## src/ppjs_pkg.sv

```systemverilog
// ----------------------------------------------------------------------------
// ppjs_pkg
// Shared types and codes for the preemptive priority job scheduler.
// ----------------------------------------------------------------------------
package ppjs_pkg;

  localparam int QUEUE_DEPTH_DEF = 16;
  localparam int SERIAL_BITS_DEF = 32;
  localparam int IO_SERIAL_W     = 32;
  localparam int NUM_SLOTS       = 3;

  typedef enum logic [1:0] {
    OP_SUBMIT   = 2'd0,
    OP_CANCEL   = 2'd1,
    OP_STATUS   = 2'd2,
    OP_ACTIVITY = 2'd3
  } op_t;

  typedef enum logic [2:0] {
    K_ACCEPTED = 3'd0,
    K_START    = 3'd1,
    K_CANCEL   = 3'd2,
    K_ACTIVITY = 3'd3,
    K_STATUS   = 3'd4,
    K_FULL     = 3'd5
  } kind_t;

  localparam logic [1:0] ACT_PENDING = 2'd0;
  localparam logic [1:0] ACT_SUCCESS = 2'd2;
  localparam logic [1:0] ACT_FAILED  = 2'd3;

  localparam logic [1:0] PRIO_HIGH = 2'd2;

  typedef enum logic [2:0] {
    S_IDLE,
    S_DECODE,
    S_FIND,
    S_FIND_SER,
    S_SHUP,
    S_SHDN,
    S_HEAD,
    S_DONE
  } state_t;

  typedef struct packed {
    kind_t                  kind;
    logic [IO_SERIAL_W-1:0] serial;
    logic [1:0]             act;
    logic                   rerr;
  } res_t;

  // engine -> result buffer
  typedef struct packed {
    logic [NUM_SLOTS-1:0] wen;
    res_t [NUM_SLOTS-1:0] data;
    logic                 go;
    logic [1:0]           n;
  } rb_ctl_t;

endpackage

```

## src/ppjs_res_buf.sv

```systemverilog
// ----------------------------------------------------------------------------
// ppjs_res_buf
// Result slots for one request, drained in order into the output register.
// ----------------------------------------------------------------------------
module ppjs_res_buf (
  input  logic              clk,
  input  logic              rst,
  input  ppjs_pkg::rb_ctl_t ctl,
  output logic              busy,
  output logic              out_valid,
  input  logic              out_ready,
  output ppjs_pkg::res_t    out_res,
  output logic              last
);

  ppjs_pkg::res_t slot [ppjs_pkg::NUM_SLOTS];
  logic [1:0]     n_q;
  logic [1:0]     e_q;
  logic           load_out;
  logic           is_last;

  assign load_out = busy && (!out_valid || out_ready);
  assign is_last  = (e_q == n_q - 2'd1);

  always_ff @(posedge clk) begin
    for (int i = 0; i < ppjs_pkg::NUM_SLOTS; i++) begin
      if (ctl.wen[i]) begin
        slot[i] <= ctl.data[i];
      end
    end
    if (load_out) begin
      out_res <= slot[e_q];
      last    <= is_last;
    end
  end

  always_ff @(posedge clk) begin
    if (rst) begin
      busy      <= 1'b0;
      out_valid <= 1'b0;
      n_q       <= 2'd0;
      e_q       <= 2'd0;
    end else begin
      if (ctl.go) begin
        n_q  <= ctl.n;
        e_q  <= 2'd0;
        busy <= (ctl.n != 2'd0);
      end else if (load_out) begin
        e_q <= e_q + 2'd1;
        if (is_last) begin
          busy <= 1'b0;
        end
      end
      if (load_out) begin
        out_valid <= 1'b1;
      end else if (out_ready) begin
        out_valid <= 1'b0;
      end
    end
  end

endmodule

```

## src/preemptive_priority_job_scheduler.sv

```systemverilog
// ----------------------------------------------------------------------------
// preemptive_priority_job_scheduler
// One running job, a priority-ordered wait queue in RAM, preemption on submit.
// ----------------------------------------------------------------------------
// With no queue walk a request passes S_DECODE and S_DONE, then the result buffer.
// One request at a time: in_ready is low until the walk and result drain end. A
//   submit scans and shifts the queue up (requeueing the running job first when
//   needed), a cancel by serial scans and shifts down, a completion that starts
//   the queue head shifts down; walks go through the single read / single write port of the queue RAM.
// Reset: clears running job, queue count and serial counter; queue RAM holds
//   no reset value, entries at or above the count are never used.
module preemptive_priority_job_scheduler #(
  parameter int QUEUE_DEPTH = ppjs_pkg::QUEUE_DEPTH_DEF,
  parameter int SERIAL_BITS = ppjs_pkg::SERIAL_BITS_DEF
) (
  input  logic                                 clk,
  input  logic                                 rst,
  input  logic                                 in_valid,
  output logic                                 in_ready,
  input  logic [1:0]                           opcode,
  input  logic [1:0]                           priority_req,
  input  logic [ppjs_pkg::IO_SERIAL_W-1:0]     job_serial,
  input  logic [1:0]                           activity,
  input  logic                                 reset_error,
  output logic                                 out_valid,
  input  logic                                 out_ready,
  output logic [2:0]                           kind,
  output logic [ppjs_pkg::IO_SERIAL_W-1:0]     out_serial,
  output logic [1:0]                           out_activity,
  output logic                                 out_reset_error,
  output logic                                 last
);

  localparam int IW   = $clog2(QUEUE_DEPTH);
  localparam int CW   = $clog2(QUEUE_DEPTH + 1);
  localparam int EW   = SERIAL_BITS + 2;
  localparam int CMPW = (SERIAL_BITS > ppjs_pkg::IO_SERIAL_W) ? SERIAL_BITS
                                                              : ppjs_pkg::IO_SERIAL_W;

  // serial as seen on the ports: low 32 bits, zero extended when narrower
  function automatic logic [ppjs_pkg::IO_SERIAL_W-1:0] to_io(
    input logic [SERIAL_BITS-1:0] s
  );
    logic [CMPW-1:0] e;
    e = CMPW'(s);
    return e[ppjs_pkg::IO_SERIAL_W-1:0];
  endfunction

  function automatic ppjs_pkg::res_t mk_res(
    input ppjs_pkg::kind_t                  k,
    input logic [ppjs_pkg::IO_SERIAL_W-1:0] s,
    input logic [1:0]                       a,
    input logic                             r
  );
    ppjs_pkg::res_t t;
    t.kind   = k;
    t.serial = s;
    t.act    = a;
    t.rerr   = r;
    return t;
  endfunction

  // control
  ppjs_pkg::state_t state, state_next;

  // captured request
  ppjs_pkg::op_t                     op_q;
  logic [1:0]                        pr_q;
  logic [1:0]                        act_q;
  logic [ppjs_pkg::IO_SERIAL_W-1:0]  js_q;
  logic                              re_q;

  // scheduler state
  logic [CW-1:0]          count;
  logic                   run_valid;
  logic [SERIAL_BITS-1:0] run_serial;
  logic [1:0]             run_prio;
  logic                   run_rerr;
  logic                   run_requeued;
  logic [SERIAL_BITS-1:0] serial_ctr;

  // sweep working registers
  logic [CW-1:0] idx;       // next read (scan / shift down) or next read + 1 (shift up)
  logic [CW-1:0] pos;       // insert position
  logic          rd_pend;   // rd_data holds entry rd_idx
  logic [IW-1:0] rd_idx;
  logic          ins_run;   // current insert is the preempted running job
  logic [1:0]    res_n;

  // queue RAM: {priority, serial}
  logic [EW-1:0] mem [QUEUE_DEPTH];
  logic [EW-1:0] rd_data;
  logic [IW-1:0] rd_addr;
  logic          wr_en;
  logic [IW-1:0] wr_addr;
  logic [EW-1:0] wr_data;

  // decode helpers
  logic                   in_fire;
  logic [1:0]             pr_in;
  logic [SERIAL_BITS-1:0] ser_new;
  logic                   match;
  logic                   preempt;
  logic                   need_two;
  logic [CW:0]            need_total;
  logic                   q_full;
  logic                   job_done;
  logic [1:0]             rd_prio;
  logic [SERIAL_BITS-1:0] rd_ser;
  logic                   find_hit;
  logic                   ser_hit;
  logic                   scan_more;
  logic                   scan_end;
  logic                   shup_more;
  logic                   shup_end;
  logic [EW-1:0]          ins_data;

  ppjs_pkg::rb_ctl_t rb_ctl;
  logic              rb_busy;
  ppjs_pkg::res_t    out_res;

  assign in_fire = in_valid && in_ready;
  assign in_ready = (state == ppjs_pkg::S_IDLE) && !rb_busy;
  assign pr_in   = (priority_req > ppjs_pkg::PRIO_HIGH) ? ppjs_pkg::PRIO_HIGH : priority_req;

  assign ser_new    = serial_ctr + 1'b1;
  assign match      = run_valid && (CMPW'(run_serial) == CMPW'(js_q));
  assign preempt    = pr_q > run_prio;
  assign need_two   = preempt && !run_requeued;
  assign need_total = {1'b0, count} + (CW+1)'(1) + (CW+1)'(need_two);
  assign q_full     = need_total > (CW+1)'(QUEUE_DEPTH);
  assign job_done   = act_q inside {ppjs_pkg::ACT_SUCCESS, ppjs_pkg::ACT_FAILED};

  assign rd_prio   = rd_data[EW-1 -: 2];
  assign rd_ser    = rd_data[SERIAL_BITS-1:0];
  assign find_hit  = rd_pend && (rd_prio < pr_q);
  assign ser_hit   = rd_pend && (CMPW'(rd_ser) == CMPW'(js_q));
  assign scan_more = idx < count;
  assign scan_end  = !rd_pend && !scan_more;
  assign shup_more = idx > pos;
  assign shup_end  = !rd_pend && !shup_more;
  // a requeued job goes in first, then the new job (serial_ctr already bumped)
  assign ins_data  = ins_run ? {run_prio, run_serial} : {pr_q, serial_ctr};

  // queue RAM, one read and one write port, registered read
  always_ff @(posedge clk) begin
    if (wr_en) begin
      mem[wr_addr] <= wr_data;
    end
    rd_data <= mem[rd_addr];
  end

  // next state
  always_comb begin
    state_next = state;
    case (state)
      ppjs_pkg::S_IDLE: begin
        if (in_fire) state_next = ppjs_pkg::S_DECODE;
      end
      ppjs_pkg::S_DECODE: begin
        case (op_q)
          ppjs_pkg::OP_SUBMIT: begin
            if (!run_valid || q_full) state_next = ppjs_pkg::S_DONE;
            else if (need_two)        state_next = ppjs_pkg::S_SHUP;
            else                      state_next = ppjs_pkg::S_FIND;
          end
          ppjs_pkg::OP_CANCEL: begin
            state_next = match ? ppjs_pkg::S_DONE : ppjs_pkg::S_FIND_SER;
          end
          ppjs_pkg::OP_ACTIVITY: begin
            if (match && job_done && !run_rerr && (count != '0))
              state_next = ppjs_pkg::S_HEAD;
            else
              state_next = ppjs_pkg::S_DONE;
          end
          default: state_next = ppjs_pkg::S_DONE;
        endcase
      end
      ppjs_pkg::S_FIND: begin
        if (find_hit || scan_end) state_next = ppjs_pkg::S_SHUP;
      end
      ppjs_pkg::S_FIND_SER: begin
        if (ser_hit)       state_next = ppjs_pkg::S_SHDN;
        else if (scan_end) state_next = ppjs_pkg::S_DONE;
      end
      ppjs_pkg::S_SHUP: begin
        if (shup_end) state_next = ins_run ? ppjs_pkg::S_FIND : ppjs_pkg::S_DONE;
      end
      ppjs_pkg::S_SHDN: begin
        if (scan_end) state_next = ppjs_pkg::S_DONE;
      end
      ppjs_pkg::S_HEAD: state_next = ppjs_pkg::S_SHDN;
      ppjs_pkg::S_DONE: state_next = ppjs_pkg::S_IDLE;
      default:          state_next = ppjs_pkg::S_IDLE;
    endcase
  end

  // RAM port control and result slot writes
  always_comb begin
    rd_addr = idx[IW-1:0];
    wr_en   = 1'b0;
    wr_addr = '0;
    wr_data = rd_data;
    rb_ctl  = '0;
    case (state)
      ppjs_pkg::S_DECODE: begin
        rd_addr = '0;  // queue head, used by a completion
        case (op_q)
          ppjs_pkg::OP_SUBMIT: begin
            if (!run_valid) begin
              rb_ctl.wen     = 3'b111;
              rb_ctl.data[0] = mk_res(ppjs_pkg::K_START, to_io(ser_new), 2'b00, 1'b0);
              rb_ctl.data[1] = mk_res(ppjs_pkg::K_ACTIVITY, to_io(ser_new),
                                      ppjs_pkg::ACT_PENDING, 1'b0);
              rb_ctl.data[2] = mk_res(ppjs_pkg::K_ACCEPTED, to_io(ser_new), 2'b00, 1'b0);
            end else if (q_full) begin
              rb_ctl.wen[0]  = 1'b1;
              rb_ctl.data[0] = mk_res(ppjs_pkg::K_FULL, '0, 2'b00, 1'b0);
            end else if (preempt) begin
              rb_ctl.wen     = 3'b111;
              rb_ctl.data[0] = mk_res(ppjs_pkg::K_CANCEL, to_io(run_serial), 2'b00, 1'b0);
              rb_ctl.data[1] = mk_res(ppjs_pkg::K_ACTIVITY, to_io(ser_new),
                                      ppjs_pkg::ACT_PENDING, 1'b0);
              rb_ctl.data[2] = mk_res(ppjs_pkg::K_ACCEPTED, to_io(ser_new), 2'b00, 1'b0);
            end else begin
              rb_ctl.wen     = 3'b011;
              rb_ctl.data[0] = mk_res(ppjs_pkg::K_ACTIVITY, to_io(ser_new),
                                      ppjs_pkg::ACT_PENDING, 1'b0);
              rb_ctl.data[1] = mk_res(ppjs_pkg::K_ACCEPTED, to_io(ser_new), 2'b00, 1'b0);
            end
          end
          ppjs_pkg::OP_CANCEL: begin
            if (match) begin
              rb_ctl.wen[0]  = 1'b1;
              rb_ctl.data[0] = mk_res(ppjs_pkg::K_CANCEL, to_io(run_serial), 2'b00, 1'b0);
            end
          end
          ppjs_pkg::OP_STATUS: begin
            if (match) begin
              rb_ctl.wen[0]  = 1'b1;
              rb_ctl.data[0] = mk_res(ppjs_pkg::K_STATUS, js_q, 2'b00, re_q);
            end
          end
          ppjs_pkg::OP_ACTIVITY: begin
            if (match) begin
              rb_ctl.wen[0] = 1'b1;
              if (job_done && run_rerr)
                rb_ctl.data[0] = mk_res(ppjs_pkg::K_START, to_io(run_serial), 2'b00, 1'b0);
              else if (job_done && run_requeued)
                rb_ctl.data[0] = mk_res(ppjs_pkg::K_ACTIVITY, to_io(run_serial),
                                        ppjs_pkg::ACT_PENDING, 1'b0);
              else
                rb_ctl.data[0] = mk_res(ppjs_pkg::K_ACTIVITY, to_io(run_serial), act_q, 1'b0);
            end
          end
          default: ;
        endcase
      end
      ppjs_pkg::S_FIND_SER: begin
        if (ser_hit) begin
          rb_ctl.wen[0]  = 1'b1;
          rb_ctl.data[0] = mk_res(ppjs_pkg::K_ACTIVITY, js_q, ppjs_pkg::ACT_FAILED, 1'b0);
        end
      end
      ppjs_pkg::S_SHUP: begin
        // walk down from the tail, each entry moves up by one
        rd_addr = IW'(idx - 1'b1);
        if (rd_pend) begin
          wr_en   = 1'b1;
          wr_addr = rd_idx + 1'b1;
        end else if (shup_end) begin
          wr_en   = 1'b1;
          wr_addr = pos[IW-1:0];
          wr_data = ins_data;
        end
      end
      ppjs_pkg::S_SHDN: begin
        // walk up from the hole, each entry moves down by one
        if (rd_pend) begin
          wr_en   = 1'b1;
          wr_addr = rd_idx - 1'b1;
        end
      end
      ppjs_pkg::S_HEAD: begin
        rb_ctl.wen[1]  = 1'b1;
        rb_ctl.data[1] = mk_res(ppjs_pkg::K_START, to_io(rd_ser), 2'b00, 1'b0);
      end
      ppjs_pkg::S_DONE: begin
        rb_ctl.go = 1'b1;
        rb_ctl.n  = res_n;
      end
      default: ;
    endcase
  end

  // captured request, no reset
  always_ff @(posedge clk) begin
    if (in_fire) begin
      op_q  <= ppjs_pkg::op_t'(opcode);
      pr_q  <= pr_in;
      js_q  <= job_serial;
      act_q <= activity;
      re_q  <= reset_error;
    end
  end

  always_ff @(posedge clk) begin
    if (rst) begin
      state        <= ppjs_pkg::S_IDLE;
      count        <= '0;
      run_valid    <= 1'b0;
      run_serial   <= '0;
      run_prio     <= 2'd0;
      run_rerr     <= 1'b0;
      run_requeued <= 1'b0;
      serial_ctr   <= '0;
      idx          <= '0;
      pos          <= '0;
      rd_pend      <= 1'b0;
      rd_idx       <= '0;
      ins_run      <= 1'b0;
      res_n        <= 2'd0;
    end else begin
      state <= state_next;
      case (state)
        ppjs_pkg::S_DECODE: begin
          // a requeue walks up from the tail, every other sweep starts at the head
          idx     <= (op_q == ppjs_pkg::OP_SUBMIT && run_valid && !q_full && need_two)
                     ? count : '0;
          rd_pend <= 1'b0;
          case (op_q)
            ppjs_pkg::OP_SUBMIT: begin
              if (!run_valid) begin
                serial_ctr   <= ser_new;
                run_valid    <= 1'b1;
                run_serial   <= ser_new;
                run_prio     <= pr_q;
                run_rerr     <= 1'b0;
                run_requeued <= 1'b0;
                res_n        <= 2'd3;
              end else if (q_full) begin
                res_n <= 2'd1;
              end else begin
                serial_ctr <= ser_new;
                res_n      <= preempt ? 2'd3 : 2'd2;
                if (need_two) begin
                  // running job goes back to the head of the queue
                  run_requeued <= 1'b1;
                  ins_run      <= 1'b1;
                  pos          <= '0;
                end
              end
            end
            ppjs_pkg::OP_CANCEL: begin
              res_n <= {1'b0, match};
            end
            ppjs_pkg::OP_STATUS: begin
              res_n <= {1'b0, match};
              if (match) run_rerr <= re_q;
            end
            ppjs_pkg::OP_ACTIVITY: begin
              // a completion that starts the queue head adds a second result
              res_n <= (match && job_done && !run_rerr && (count != '0))
                       ? 2'd2 : {1'b0, match};
              if (match && job_done && !run_rerr) begin
                run_valid    <= 1'b0;
                run_requeued <= 1'b0;
              end
            end
            default: ;
          endcase
        end
        ppjs_pkg::S_FIND: begin
          if (find_hit) begin
            pos     <= CW'(rd_idx);
            idx     <= count;
            rd_pend <= 1'b0;
          end else if (scan_end) begin
            pos     <= count;
            idx     <= count;
            rd_pend <= 1'b0;
          end else if (scan_more) begin
            rd_pend <= 1'b1;
            rd_idx  <= idx[IW-1:0];
            idx     <= idx + 1'b1;
          end else begin
            rd_pend <= 1'b0;
          end
        end
        ppjs_pkg::S_FIND_SER: begin
          if (ser_hit) begin
            res_n   <= 2'd1;
            idx     <= CW'(rd_idx) + 1'b1;
            rd_pend <= 1'b0;
          end else if (scan_more) begin
            rd_pend <= 1'b1;
            rd_idx  <= idx[IW-1:0];
            idx     <= idx + 1'b1;
          end else begin
            rd_pend <= 1'b0;
          end
        end
        ppjs_pkg::S_SHDN: begin
          if (scan_more) begin
            rd_pend <= 1'b1;
            rd_idx  <= idx[IW-1:0];
            idx     <= idx + 1'b1;
          end else begin
            rd_pend <= 1'b0;
          end
          if (scan_end) begin
            count <= count - 1'b1;
          end
        end
        ppjs_pkg::S_SHUP: begin
          if (shup_more) begin
            rd_pend <= 1'b1;
            rd_idx  <= IW'(idx - 1'b1);
            idx     <= idx - 1'b1;
          end else if (shup_end && ins_run) begin
            ins_run <= 1'b0;
            idx     <= '0;
            rd_pend <= 1'b0;
          end else begin
            rd_pend <= 1'b0;
          end
          if (shup_end) begin
            count <= count + 1'b1;
          end
        end
        ppjs_pkg::S_HEAD: begin
          run_valid    <= 1'b1;
          run_serial   <= rd_ser;
          run_prio     <= rd_prio;
          run_rerr     <= 1'b0;
          run_requeued <= 1'b0;
          idx          <= CW'(1);
          rd_pend      <= 1'b0;
        end
        default: ;
      endcase
    end
  end

  ppjs_res_buf u_res_buf (
    .clk       (clk),
    .rst       (rst),
    .ctl       (rb_ctl),
    .busy      (rb_busy),
    .out_valid (out_valid),
    .out_ready (out_ready),
    .out_res   (out_res),
    .last      (last)
  );

  assign kind            = out_res.kind;
  assign out_serial      = out_res.serial;
  assign out_activity    = out_res.act;
  assign out_reset_error = out_res.rerr;

  // waiting jobs only exist behind a running job
  a_queue_needs_runner: assert property (@(posedge clk) disable iff (rst)
    (state == ppjs_pkg::S_IDLE && count != '0) |-> run_valid)
    else $error("queue holds jobs with no running job");

  a_requeue_needs_runner: assert property (@(posedge clk) disable iff (rst)
    (state == ppjs_pkg::S_IDLE && run_requeued) |-> run_valid)
    else $error("requeued mark set with no running job");

  a_count_stable_idle: assert property (@(posedge clk) disable iff (rst)
    (state == ppjs_pkg::S_IDLE && !in_fire) |=> $stable(count))
    else $error("queue count moved while idle");

  a_serial_only_on_decode: assert property (@(posedge clk) disable iff (rst)
    (state != ppjs_pkg::S_DECODE) |=> $stable(serial_ctr))
    else $error("serial counter moved outside decode");

endmodule

```

## config.mk

```make
export PLATFORM = sky130hd
export DESIGN_NAME = preemptive_priority_job_scheduler
export DESIGN_NICKNAME = d
export VERILOG_FILES = /design/src/ppjs_pkg.sv /design/src/ppjs_res_buf.sv /design/src/preemptive_priority_job_scheduler.sv
export SDC_FILE = /design/constraint.sdc
export NUM_CORES = 1
export LEC_CHECK = 0
export BUFFER_PORTS_ARGS = -buffer_cell sky130_fd_sc_hd__buf_2
export CAP_MARGIN = 25
export CORE_MARGIN = 2
export CORE_UTILIZATION = 55
export CTS_CLUSTER_DIAMETER = 150
export CTS_CLUSTER_SIZE = 30
export DETAILED_ROUTE_END_ITERATION = 10
export GPL_TIMING_DRIVEN = 0
export MAX_ROUTING_LAYER = met4
export PLACE_DENSITY = 0.71
export REMOVE_ABC_BUFFERS = 1
export SYNTH_ARGS = -nofsm -noshare
export SYNTH_HDL_FRONTEND = slang
export SYNTH_SLANG_ARGS = --single-unit
```

## constraint.sdc

```tcl
create_clock -name clk -period 5.4 [get_ports clk]
set_input_delay 0.54 -clock clk [delete_from_list [all_inputs] [get_ports clk]]
set_output_delay 0.54 -clock clk [all_outputs]
set_load 0.03 [all_outputs]
```

==> results of run 1 <==
power breakdown:
group	internal [mW]	switching, mW
logic	1.71	3.24
clock network	1.23	1.98
registers	8.23	0.493
total	11.2	5.72
critical path, stage by stage (launching register included):
cell and delay, ns:
edfxtp_1 0.52, ha_1 0.35, nor2b_1 0.13, o21ai_1 0.53, nor2_1 0.28, inv_1 0.16, ha_1 0.18, inv_1 0.07
ha_1 0.31, nor4b_1 0.06, o21ai_0 0.50, nand3_1 0.52, nand2_1 0.27, a21o_2 0.42, buf_16 0.22, nor2_1 0.06
a221o_2 0.31
placed cells by master (no fill, tap or decap), drive strengths merged, types with 95 or more instances in the layout:
| cell | count |
|---|---|
| a211oi | 179 |
| and2 | 147 |
| buf | 182 |
| edfxtp | 726 |
| a21oi | 146 |
| dfxtp | 135 |
| nand2 | 450 |
| o21ai | 119 |
| mux2i | 95 |
| nor2 | 235 |
registers in the layout, indices dropped and copies added (netlist names), 3 cells and up:
signal and count:
u_res_buf.slot 104, rd_data 34, serial_ctr 32, js_q 32
state 3, mem 544, run_serial 32, pos 5
count 5, u_res_buf.out_res 38, rd_idx 4, idx 5
logic make-up (layout without fill, tap and decap cells):
| family | count (synthesis) | count (layout) |
|---|---|---|
| simple gates | 1015 | 1015 |
| flops | 861 | 861 |
| compound gates | 701 | 701 |
| buf+inv | 254 | 281 |
| xor+xnor | 135 | 135 |
| mux | 96 | 96 |
| fa+ha+maj | 30 | 30 |
layout make-up:
type	count	area, sq um	area share, %
repair buffers	182	2131	5.191
clock inverters	3	47.55	0.1158
multi-input cells	1977	12190	29.69
flip-flops and latches	861	24510	59.71
inverters	40	150.1	0.3658
well taps	873	1092	2.661
clock buffers	56	933.4	2.274
per-layer routing:
layer / up-vias / routed length [um]
li1: 11450 / -
met1: 12340 / 40530
met2: 1107 / 47020
met3: 150 / 7214
met4: 0 / 2700
met5: - / 0
per-stage QoR:
step	cells	setup slack, ns
after floorplan	2878	-12.05
after global placement	3834	-21.83
after detailed placement	3909	0.1187
after CTS	3968	0.07939
after global routing	3992	0.02907
final	3992	0.2504
worst max path at each step:
stage / startpoint / endpoint / slack [ns] / cells past startpoint
2_1_floorplan: state[2]$_SDFFE_PP0P_ / rd_data[0]$_DFF_P_ / -12.05 / 7
3_3_place_gp: state[2]$_SDFFE_PP0P_ / rd_data[4]$_DFF_P_ / -21.83 / 7
3_5_place_dp: pr_q[1]$_SDFFCE_PN1P_ / u_res_buf.slot[0][13]$_DFFE_PP_ / 0.12 / 16
4_1_cts: pr_q[1]$_SDFFCE_PN1P_ / u_res_buf.slot[0][13]$_DFFE_PP_ / 0.08 / 16
5_1_grt: pr_q[1]$_SDFFCE_PN1P_ / u_res_buf.slot[0][18]$_DFFE_PP_ / 0.03 / 16
6_report: pr_q[1]$_SDFFCE_PN1P_ / u_res_buf.slot[0][13]$_DFFE_PP_ / 0.25 / 16
timing repair:
action / CTS / global route
resized for setup: 0 / 1
setup endpoints to repair: 0 / 44
buffers inserted: 0 / 3
hold buffers: 0 / 0
endpoints found under the hold margin: 0 / 0
==> qor.csv, run 1 <==
metric,value,unit
status,"finished, final reports clean",
io_buffers,83,
wirelength,97.47,mm
tns,0,ns
die_w,265.0,um
min_path_type,input port to flop,
p_per_area,411.4,nW/um^2
whs_path_depth,1,
dp_hpwl,66.10,mm
placed_area,39850,sq um
cts.clk_slew.worst_paths,0.14,ns
synthMuxAreaShare,2.568,%
synth_fa_ha_area_share,1.022,%
maxCapViolations,0,
postLayoutCoreUtil,61.01,%
dr.pass1.iters,6,
numCtsBuffers,34,
critPathRequiredTime,5.77,ns
synth_edf_count,726,
grt_util_all_layers,28.38,%
fin_area,41050,sq um
layout-drive-gt1-share,8.977,%
clock_path_buffers,3,
antennaDiodeCount,0,
die_h,265.0,um
core_area,67280,sq um
drt_iter0_markers,2912,
drc,0,
finalPower,16.89,mW
drv_slew,0,
syn_to_final_growth,9.569,%
p_leak,12.92,nW
synth-seq-cells,861,
slew-limit-headroom,23.33,%
hold_end,js_q[13]$_DFFE_PP_,
gp_congestion,1.005,
synth_xor_area_share,3.156,%
max_clock_freq,194.2,MHz
crit-reg2reg-launch,pr_q[1]$_SDFFCE_PN1P_,
cts_root_buffer,clkbuf_16,
async_flop_share,0,%
n_fill_cell,5100,
routedWlPerCell,24.42,um
path_class,flop to flop,
io_pins,84,
vias_per_cell,6.275,
met1_usage,38.64,%
min_period,5.150,ns
vias,25050,
synth_top_area_share,58.19,%
synth-warning-count,0,
synth_top_area_cell,edfxtp_1,
synthFlopType,edfxtp_1,
synthCells,3092,
htreeDepth,2,
finalSetupViolations,0,
gr-total-overflow,0,
grt_pass1_vias,24050,
worstHoldStart,job_serial[13],
clock_sinks,861,
synth_compound_area_share,12.68,%
insertion_delay,0.62,ns
crit_path_end_kind,flop,
fin_crit_sh,95.36,%
antenna_found_initial,0,
grt_max_degree,105,
timing.rr.end,u_res_buf.slot[0][13]$_DFFE_PP_,
worst_setup_path_start_kind,flop,
ir_worst_vdd,0.2578,mV
synth_top_family_by_area,compound AO/OA/AOI/OAI gates,
synth_area,37460,sq um
synth.distinct_cells,83,
synth_area_per_cell,12.12,sq um
hold_viol,0,
antenna_left,0,
hold_ws,0.07978,ns
ys_top_cells_by_count,"726 x edfxtp_1, 450 x nand2_1, 235 x nor2_1",
cp_max_fo,21,
fin_worst_skew,0.03711,ns
busiest_layer,met2,
ff2ff_setup_slack,0.25,ns
worst_slew_pin_slew,1.150,ns
grt_pass1_wl,146.8,mm
synth_area_leaders,"edfxtp_1 58%, dfxtp_1 7.2%, nand2_1 4.5%",
r2r_cells,16,
cts_tree,yes,
met3_usage,2.796,%
row_count,95,
crit_arrival,5.52,ns
synth_simple_gate_area_share,12.45,%
synth.most_common_cell,edfxtp_1,
rsz0062_at_grt,false,
start_util,55.68,%
use_met2,45.63,%
die-area,70220,sq um
fin_nets,3169,
synth-seq-area-share,65.41,%
(Power assumes the default switching activity.)
==> run 2, diff against run 1 <==
Settings changed: CTS_BUF_LIST set to sky130_fd_sc_hd__clkbuf_2 sky130_fd_sc_hd__clkbuf_4 sky130_fd_sc_hd__clkbuf_8, PLACE_DENSITY 0.71 to 0.74.
Clock period 5.4 ns to 4.59 ns, I/O delays scaled along.
==> qor.csv, run 2 (synthesized netlist as in run 1, its figures left out) <==
metric,value,unit
worst_setup_path_start_kind,flop,
layout_commonest_cell,edfxtp_1,
gr-total-overflow,0,
die_w,265.0,um
clock_sinks,861,
die_h,265.0,um
grt_pass1_wl,148.1,mm
sw_frac_of_total,34.48,%
fin_nets,3203,
hold_ws,0.03739,ns
cts.clk_slew.worst_paths,0.20,ns
r2r_cells,16,
clock_path_buffers,3,
dp_cells,3907,
fin_crit_sh,95.64,%
hold_viol,0,
cts_tree,yes,
ir_worst_vdd,0.2601,mV
p_leak,12.93,nW
crit_arrival,4.84,ns
io_buffers,83,
stdcell_count,4030,
routedWlPerCell,24.58,um
status,"finished, final reports clean",
cpMostUsedCell,ha_1,
syn_to_final_growth,9.662,%
timing.rr.end,u_res_buf.slot[0][20]$_DFFE_PP_,
mostFrequentLayoutCells,"726 x edfxtp_1, 447 x nand2_1, 217 x nor2_1, 178 x a211oi_1, 138 x a21oi_1",
cts_root_buffer,clkbuf_8,
min_path_type,input port to flop,
grt_util_all_layers,28.64,%
ff2ff_setup_slack,0.20,ns
critPathRequiredTime,5.04,ns
largest-register,mem,
critPathLaunch,pr_q[1]$_SDFFCE_PN1P_,
worst_slew_pin_slew,1.146,ns
critical_path.endpoint,u_res_buf.slot[0][20]$_DFFE_PP_,
pwr-share-clk,16.5,%
setup_slack,0.2000,ns
cp_max_fo,20,
rsz0062_at_grt,false,
n_fill_cell,5067,
die-area,70220,sq um
vias_per_cell,6.291,
crit-reg2reg-launch,pr_q[1]$_SDFFCE_PN1P_,
start_util,55.68,%
io_pins,84,
antenna_left,0,
antenna_found_initial,2,
dp_slack,-0.8626,ns
postLayoutCoreUtil,61.06,%
grt_pass1_vias,24420,
combPwrFrac,29.9,%
insertion_delay,0.74,ns
top_regs,"mem (544), u_res_buf.slot (104), u_res_buf.out_res (38)",
multi_input_area,12240,sq um
p_per_area,466.7,nW/um^2
gp_congestion,0.9873,
crit_path_cell_trace,ha_1 > nor2b_1 > o21ai_2 > nor2_2 > inv_1 > ha_1 > inv_1 > ha_1 > nor4bb_1 > o21ai_1 > nand3_2 > nand2_1 > o31ai_4 > buf_4 > buf_16 > a221o_1,
seqPwrFrac,53.6,%
switching_power,6.611,mW
tns,0,ns
wirelength,99.05,mm
htreeDepth,2,
cp_slowest_cell,edfxtp_1,
slew-limit-headroom,23.60,%
slowest_delay,0.51,ns
regArea,24510,sq um
dp_hpwl,66.76,mm
row_count,95,
layout-drive-gt1-share,9.794,%
drc,0,
numCtsBuffers,34,
largest_reg_flops,544,
drt_iter0_markers,2858,
p_int,12.56,mW
crit_path_end_kind,flop,
core_area,67280,sq um
path_class,flop to flop,
vias,25350,
min_period,4.390,ns
maxCapViolations,0,
drv_slew,0,
fin_worst_skew,0.06418,ns
grt_max_degree,105,
finalSetupViolations,0,
dr.pass1.iters,5,
max_clock_freq,227.8,MHz
[run 2: cell types whose count changed in the layout (fill, tap and decap cells not counted), sizes merged]
cell,before,now
clkinv,1,0
clkbuf,56,58
buf,182,177
inv,42,43
diode,0,2
dlygate4sd3,0,39
[run 2: timing repair]
action                     CTS  global route
buffers inserted             3             3
setup endpoints to repair  146           120
hold buffers                39             0
resized for setup            7             8
hold endpoints to repair    39             0
pin swaps                    2             1
[run 2: worst min path at each step]
stage                                             start                               end  slack, ns  depth (start not counted)
final                                         out_ready  u_res_buf.out_valid$_SDFFE_PP0P_       0.04                          3
after detailed placement  u_res_buf.n_q[1]$_SDFFE_PP0P_     u_res_buf.n_q[1]$_SDFFE_PP0P_       0.48                          2
after global placement            res_n[0]$_SDFFE_PP0P_     u_res_buf.n_q[0]$_SDFFE_PP0P_       0.46                          2
after floorplan           u_res_buf.n_q[0]$_SDFFE_PP0P_     u_res_buf.n_q[0]$_SDFFE_PP0P_       0.44                          2
after CTS                                     out_ready  u_res_buf.out_valid$_SDFFE_PP0P_       0.01                          3
after global routing                          out_ready  u_res_buf.out_valid$_SDFFE_PP0P_       0.06                          3
[run 2: stage by stage]
stage / instance area [sq um] / power [mW]
6_report: 41080 / 19.17
5_1_grt: 41080 / 19.98
4_1_cts: 40880 / 18.99
3_5_place_dp: 39770 / 15.92
3_3_place_gp: 38100 / 14.99
2_1_floorplan: 36600 / 13.70
[run 2: final cells by class]
type	instances	area share, %
timing repair buffer	216	5.848
tap	873	2.659
inverter	40	0.3716
antenna	2	0.01218
multi-input combinational	1977	29.80
sequential	861	59.65
clock inverter	3	0.07614
clock buffer	58	1.578
[run 2: power groups by stage]
stage / Clock (mW) / Combinational [mW] / Sequential, mW
floorplan: 0 / 3.52 / 10.2
global placement: 0 / 4.44 / 10.6
detailed placement: 0 / 5.48 / 10.4
CTS: 3.20 / 5.53 / 10.3
global route: 3.44 / 6.24 / 10.3
finish: 3.17 / 5.74 / 10.3
[run 2: metal layers]
| metal | up-vias | GRT usage [%] | routed length (um) |
|---|---|---|---|
| li1 | 11500 | - | - |
| met1 | 12530 | 38.12 | 40300 |
| met2 | 1143 | 45.99 | 47610 |
| met3 | 182 | 3.883 | 8002 |
| met4 | 0 | 9.192 | 3138 |
| met5 | - | - | 0 |
[run 2: worst max-delay path, delay by kind of cell (launching register included)]
| family | cells | cell delay, ns |
|---|---|---|
| and+or+nand+nor | 5 | 1.04 |
| AOI/OAI and AO/OA | 4 | 1.22 |
| buffers and inverters | 4 | 0.51 |
| adders and majority gates | 3 | 0.84 |
| DFF | 1 | 0.51 |
